===== config.mk =====
export PLATFORM = sky130hd
export DESIGN_NAME = voxel_column_span_decoder
export DESIGN_NICKNAME = d
export VERILOG_FILES = /design/src/rtl/core/vcsd_pkg.sv /design/src/rtl/core/vcsd_decode.sv /design/src/rtl/core/vcsd_out_buf.sv /design/src/rtl/core/voxel_column_span_decoder.sv
export SDC_FILE = /design/constraint.sdc
export NUM_CORES = 1
export LEC_CHECK = 0
export ABC_AREA = 1
export BUFFER_PORTS_ARGS = -buffer_cell sky130_fd_sc_hd__buf_2
export CAP_MARGIN = 20
export CORE_AREA = 4 4 134 136
export DETAILED_ROUTE_END_ITERATION = 10
export DIE_AREA = 0 0 138 140
export PLACE_DENSITY = 0.45
export SLEW_MARGIN = 20
export SYNTH_ARGS = -nofsm -noshare
export SYNTH_HDL_FRONTEND = slang
export SYNTH_HIERARCHICAL = 1
export SYNTH_SLANG_ARGS = --single-unit

===== constraint.sdc =====
create_clock -name clk -period 4.7 [get_ports clk]
set_input_delay 1.175 -clock clk [delete_from_list [all_inputs] [get_ports clk]]
set_output_delay 1.175 -clock clk [all_outputs]
set_load 0.05 [all_outputs]

===== src/rtl/core/vcsd_pkg.sv =====
// vcsd_pkg: beat types and result codes for the voxel column span decoder
// no dependencies
`timescale 1ns / 1ps

package vcsd_pkg;

  localparam logic KIND_VOXEL = 1'b0;
  localparam logic KIND_END   = 1'b1;

  localparam logic [7:0] COLUMN_HEIGHT_RESET = 8'd1;

  typedef struct packed {
    logic [7:0] data_byte;
    logic       column_start;
    logic       last_byte;
  } in_beat_t;

  typedef struct packed {
    logic       kind;
    logic [7:0] depth;
    logic [7:0] color;
    logic [7:0] normal;
  } out_beat_t;

  typedef struct packed {
    logic      valid;
    out_beat_t beat;
  } vcsd_res_t;

endpackage


===== src/rtl/core/vcsd_decode.sv =====
// vcsd_decode: span phase tracking, depth counting and result forming per byte
// depends on vcsd_pkg
`timescale 1ns / 1ps

module vcsd_decode
  import vcsd_pkg::*;
(
  input  logic       clk,
  input  logic       rst,
  input  logic       cfg_wr_en,
  input  logic [7:0] cfg_wr_data,
  input  logic       take,
  input  in_beat_t   beat,
  output vcsd_res_t  res
);

  typedef enum logic [2:0] {
    PH_IDLE,
    PH_SKIP,
    PH_COUNT,
    PH_COLOR,
    PH_NORMAL,
    PH_DUP,
    PH_DONE
  } phase_t;

  phase_t     phase, phase_next;
  logic [8:0] depth_pos, depth_pos_next;
  logic [7:0] pairs_left, pairs_left_next;
  logic [7:0] held_color, held_color_next;
  logic [7:0] column_height;

  phase_t     ph;
  logic [8:0] dp;
  logic [7:0] pl;
  logic [8:0] skip_sum;
  logic [8:0] depth_inc;
  logic [8:0] height_ext;

  always_comb begin
    ph         = beat.column_start ? PH_SKIP : phase;
    dp         = beat.column_start ? 9'd0 : depth_pos;
    pl         = beat.column_start ? 8'd0 : pairs_left;
    height_ext = {1'b0, column_height};
    skip_sum   = dp + {1'b0, beat.data_byte};
    depth_inc  = dp + 9'd1;

    phase_next      = ph;
    depth_pos_next  = dp;
    pairs_left_next = pl;
    held_color_next = held_color;
    res             = '0;

    unique case (ph)
      PH_SKIP: begin
        depth_pos_next = skip_sum;
        if (skip_sum >= height_ext || beat.last_byte) begin
          res.valid      = 1'b1;
          res.beat.kind  = KIND_END;
          phase_next     = PH_DONE;
        end else begin
          phase_next = PH_COUNT;
        end
      end
      PH_COUNT: begin
        pairs_left_next = beat.data_byte;
        if (beat.last_byte) begin
          res.valid     = 1'b1;
          res.beat.kind = KIND_END;
          phase_next    = PH_DONE;
        end else begin
          phase_next = (beat.data_byte == 8'd0) ? PH_DUP : PH_COLOR;
        end
      end
      PH_COLOR: begin
        held_color_next = beat.data_byte;
        if (beat.last_byte) begin
          res.valid     = 1'b1;
          res.beat.kind = KIND_END;
          phase_next    = PH_DONE;
        end else begin
          phase_next = PH_NORMAL;
        end
      end
      PH_NORMAL: begin
        res.valid       = 1'b1;
        res.beat.kind   = KIND_VOXEL;
        res.beat.depth  = dp[7:0];
        res.beat.color  = held_color;
        res.beat.normal = beat.data_byte;
        depth_pos_next  = depth_inc;
        pairs_left_next = pl - 8'd1;
        if (depth_inc >= height_ext || beat.last_byte) begin
          phase_next = PH_DONE;
        end else begin
          phase_next = (pl == 8'd1) ? PH_DUP : PH_COLOR;
        end
      end
      PH_DUP: begin
        if (beat.last_byte) begin
          res.valid     = 1'b1;
          res.beat.kind = KIND_END;
          phase_next    = PH_DONE;
        end else begin
          phase_next = PH_SKIP;
        end
      end
      PH_IDLE, PH_DONE: begin
        phase_next = ph;
      end
      default: begin
        phase_next = ph;
      end
    endcase

    if (!take) begin
      res.valid = 1'b0;
    end
  end

  always_ff @(posedge clk) begin
    if (rst) begin
      phase         <= PH_IDLE;
      depth_pos     <= 9'd0;
      pairs_left    <= 8'd0;
      column_height <= COLUMN_HEIGHT_RESET;
    end else begin
      if (cfg_wr_en) begin
        column_height <= cfg_wr_data;
      end
      if (take) begin
        phase      <= phase_next;
        depth_pos  <= depth_pos_next;
        pairs_left <= pairs_left_next;
      end
    end
  end

  always_ff @(posedge clk) begin
    if (take) begin
      held_color <= held_color_next;
    end
  end

endmodule


===== src/rtl/core/vcsd_out_buf.sv =====
// vcsd_out_buf: result register with a skid stage in front of the output channel
// depends on vcsd_pkg
`timescale 1ns / 1ps

module vcsd_out_buf
  import vcsd_pkg::*;
(
  input  logic      clk,
  input  logic      rst,
  input  vcsd_res_t res,
  output logic      ready,
  output logic      out_valid,
  input  logic      out_ready,
  output out_beat_t out_beat
);

  logic      skid_valid;
  out_beat_t skid_beat;

  assign ready = !skid_valid;

  always_ff @(posedge clk) begin
    if (rst) begin
      out_valid  <= 1'b0;
      skid_valid <= 1'b0;
    end else if (!out_valid || out_ready) begin
      if (skid_valid) begin
        out_valid  <= 1'b1;
        skid_valid <= 1'b0;
      end else begin
        out_valid <= res.valid;
      end
    end else if (res.valid) begin
      skid_valid <= 1'b1;
    end
  end

  always_ff @(posedge clk) begin
    if (!out_valid || out_ready) begin
      out_beat <= skid_valid ? skid_beat : res.beat;
    end else if (res.valid) begin
      skid_beat <= res.beat;
    end
  end

endmodule


===== src/rtl/core/voxel_column_span_decoder.sv =====
// voxel column span decoder: one stream byte accepted per cycle while in_ready is high, zero or one result per byte
// a result is registered in out_beat, or held in the skid register while the output is stalled
// throughput: one byte per cycle while in_ready is high; the skid stage keeps input open for one stalled result
// reset: synchronous, clears phase, depth, pair count and buffers; column_height returns to 1
// depends on vcsd_pkg, vcsd_decode, vcsd_out_buf
`timescale 1ns / 1ps

module voxel_column_span_decoder
  import vcsd_pkg::*;
(
  input  logic       clk,
  input  logic       rst,
  input  logic       cfg_wr_en,
  input  logic [7:0] cfg_wr_data,
  input  logic       in_valid,
  output logic       in_ready,
  input  in_beat_t   in_beat,
  output logic       out_valid,
  input  logic       out_ready,
  output out_beat_t  out_beat
);

  vcsd_res_t res;
  logic      take;

  assign take = in_valid && in_ready;

  vcsd_decode u_decode (
    .clk         (clk),
    .rst         (rst),
    .cfg_wr_en   (cfg_wr_en),
    .cfg_wr_data (cfg_wr_data),
    .take        (take),
    .beat        (in_beat),
    .res         (res)
  );

  vcsd_out_buf u_out_buf (
    .clk       (clk),
    .rst       (rst),
    .res       (res),
    .ready     (in_ready),
    .out_valid (out_valid),
    .out_ready (out_ready),
    .out_beat  (out_beat)
  );

endmodule


==> out/metrics.yaml <==
synth_area_sq_um: 4992
leakage_nw: 2.701
p_comb_share_pct: 19.0
cp_max_fo: 25
vdd_drop_max_uv: 155.5
place_inst: 892
holdPathStages: 2
ctsHoldBuffers: 0
finalCritPeriodShare_pct: 88.91
row_count: 48
dp_hpwl_um: 10160
worstPathArrival_ns: 4.22
num_antenna_cells: 0
final_cell_mix: "nand2_1, inv_1, edfxtp_1, nor2_1, buf_2"
cts_tree: "done"
initial_core_util_pct: 29.48
crit_top_cell: "nand2_1"
portBuffers: 49
slowest_stage: "ha_1"
end_kind: "register"
yosys_warnings: 6
avgViaCountPerCell: 4.688
worst_pin_slew_ns: 0.7319
finalWirelength_um: 13310
clock_latency_ns: 0.35
syn_to_final_growth_pct: 15.74
tns_ns: 0
synth_area_per_cell_sq_um: 8.013
reg2regPathDepth: 26
multiInputGateArea_sq_um: 2176
die_y_um: 140
io_pins: 50
final_cells: 908
rsz0062_at_grt: "no"
r2r-end: "u_out_buf/skid_beat[21]"
overflow: 0
grt_pass1_vias: 4218
grt_start_max_net_pins: 36
switchingPower_uw: 575.2
final_nets: 725
min_to: "u_decode/pairs_left[5]"
fmax_mhz: 239.3
worstSetupStartpointType: "input port"
status: "complete, no violations"
cts_setup_buffers: 0
hold_start: "u_decode/pairs_left[5]"
cts_resized: 0
drt-pass1-iter-count: 6
cts_sinks: 88
synth_nets: 670
hold_viol_final: 0
grt_antenna_before_repair: 0
hp-class: "register to register"
cts_inserted_buffers: 9
fill_cells: 1831
p_seq_share_pct: 46.4
netlist_instances: 623
clkTransAtPathRegs_ns: 0.07
regArea_sq_um: 2342
ys_seq_area_share_pct: 46.92
vias: 4257
slowest_delay_ns: 0.30
placed_area_sq_um: 5509
htreeDepth: 3
ctsRootBufferMaster: "clkbuf_16"
route.detailed.drc: 0
final_area_sq_um: 5778
power.share.clock_pct: 34.6
worstReg2RegStart: "u_decode/depth_pos[0]"
die_w_um: 138
cts_buffer_depth: 2
ant_nets: 0
drive_above_1_share_pct: 15.52
critPathKind: "input port to register"
routabilityCongestion: 0.8930
slew_headroom_pct: 51.15
coreArea_sq_um: 16940
grt_usage_pct: 14.22
synth-edff-count: 58
intPower_mw: 1.328
switching_share_pct: 30.22
post-route-min-period_ns: 4.179
yosys.cell_types.count: 39
routedWlPerCell_um: 14.66
synthArstFlopShare_pct: 0
ys_seq_elements: 88
crit_required_ns: 4.74
cap_violations: 0
drt_iter0_markers: 253
synth_flop_cell: "edfxtp_1"
reg2reg_setup_slack_ns: 1.06
dieArea_sq_um: 19320
cellPowerDensity_nw_per_um2: 329.5
drv_slew: 0
finClkSkew_ns: 0.008708
setup_viol: 0
grt_first_pass_wirelength_um: 21820
layout_commonest_cell: "nand2_1"
==> cells in the mapped netlist (6+ instances only) <==
cell type	number	area (sq um)
nor2_2	6	37.54
nand3_1	35	175.2
nand2_1	176	660.6
o21ai_0	38	190.2
a21oi_1	36	180.2
edfxtp_1	58	1742
dfxtp_1	30	600.6
nand4_1	6	37.54
nor2_1	52	195.2
clkbuf_1	7	26.28
nor3_1	6	30.03
nand2_2	7	43.79
inv_1	83	311.6
xor2_1	6	52.55
ha_1	24	300.3
==> metrics by stage <==
stage | setup slack, ns | util, % | power, mW | hold slack [ns]
final | 0.5210 | 34.12 | 1.904 | 0.4852
after global routing | 0.1830 | 34.12 | 2.015 | 0.5300
after CTS | 0.5282 | 34.10 | 1.927 | 0.4885
after detailed placement | 0.1625 | 32.53 | 1.265 | 0.4787
after global placement | 0.2880 | 32.53 | 1.263 | 0.4711
after floorplan | 0.1476 | - | 1.158 | 0.4484
==> registers in the layout, indices dropped and copies added, names as in the netlist <==
register                flops
u_out_buf/skid_valid        1
u_out_buf/skid_beat        25
u_decode/phase              3
u_decode/column_height      8
u_out_buf/out_beat         25
u_decode/pairs_left         8
u_decode/depth_pos          9
u_decode/held_color         8
u_out_buf/out_valid         1
==> power groups by stage <==
| stage | Combinational, mW | Clock, mW | Sequential, mW |
|---|---|---|---|
| 2_1_floorplan | 0.190 | 0 | 0.969 |
| 3_3_place_gp | 0.362 | 0 | 0.901 |
| 3_5_place_dp | 0.363 | 0 | 0.901 |
| 4_1_cts | 0.364 | 0.678 | 0.884 |
| 5_1_grt | 0.405 | 0.721 | 0.889 |
| 6_report | 0.362 | 0.658 | 0.884 |
==> how the worst max path moves through the flow <==
stage | startpoint | to | slack (ns) | cells after the start
floorplan | in_beat[1] | u_out_buf/skid_beat[0] | 0.15 | 25
global placement | in_beat[1] | u_out_buf/skid_beat[10] | 0.29 | 29
detailed placement | in_beat[1] | u_out_buf/skid_beat[12] | 0.16 | 29
CTS | in_beat[1] | u_out_buf/skid_beat[14] | 0.53 | 29
global route | in_beat[1] | u_out_buf/skid_beat[23] | 0.18 | 29
finish | in_beat[1] | u_out_buf/skid_beat[21] | 0.52 | 29
==> area by class of cell <==
| type | instances | share of cell area, % |
|---|---|---|
| Inverter | 89 | 5.912 |
| Tap cell | 225 | 4.872 |
| Multi-Input combinational cell | 426 | 37.66 |
| Sequential cell | 88 | 40.54 |
| Clock buffer | 11 | 4.028 |
| Timing Repair Buffer | 64 | 6.410 |
| Clock inverter | 5 | 0.5847 |
==> worst max-delay path, delay by kind of cell <==
kind / cells / cell delay (ns)
AO/OA/AOI/OAI: 1 / 0.07
adder cells (fa/ha/maj): 2 / 0.49
AND/OR/NAND/NOR: 18 / 1.65
buffers and inverters: 8 / 0.82
==> per-layer routing <==
metal / global-route usage [%] / part of all wire, % / vias to the layer above
li1: - / - / 2147
met1: 17.74 / 46 / 1984
met2: 24.08 / 47 / 108
met3: 3.141 / 4.6 / 18
met4: 5.564 / 2.2 / 0
met5: 0 / 0 / -
==> logic make-up after synthesis <==
family,Yosys count,synth area share (%)
AO/OA/AOI/OAI,97,10.83
AND/OR/NAND/NOR,298,25.26
flip-flops,88,46.92
buffers and inverters,109,9.599
XOR/XNOR,7,1.379
adder cells (fa/ha/maj),24,6.015
Power figures use the tool's default switching activity.
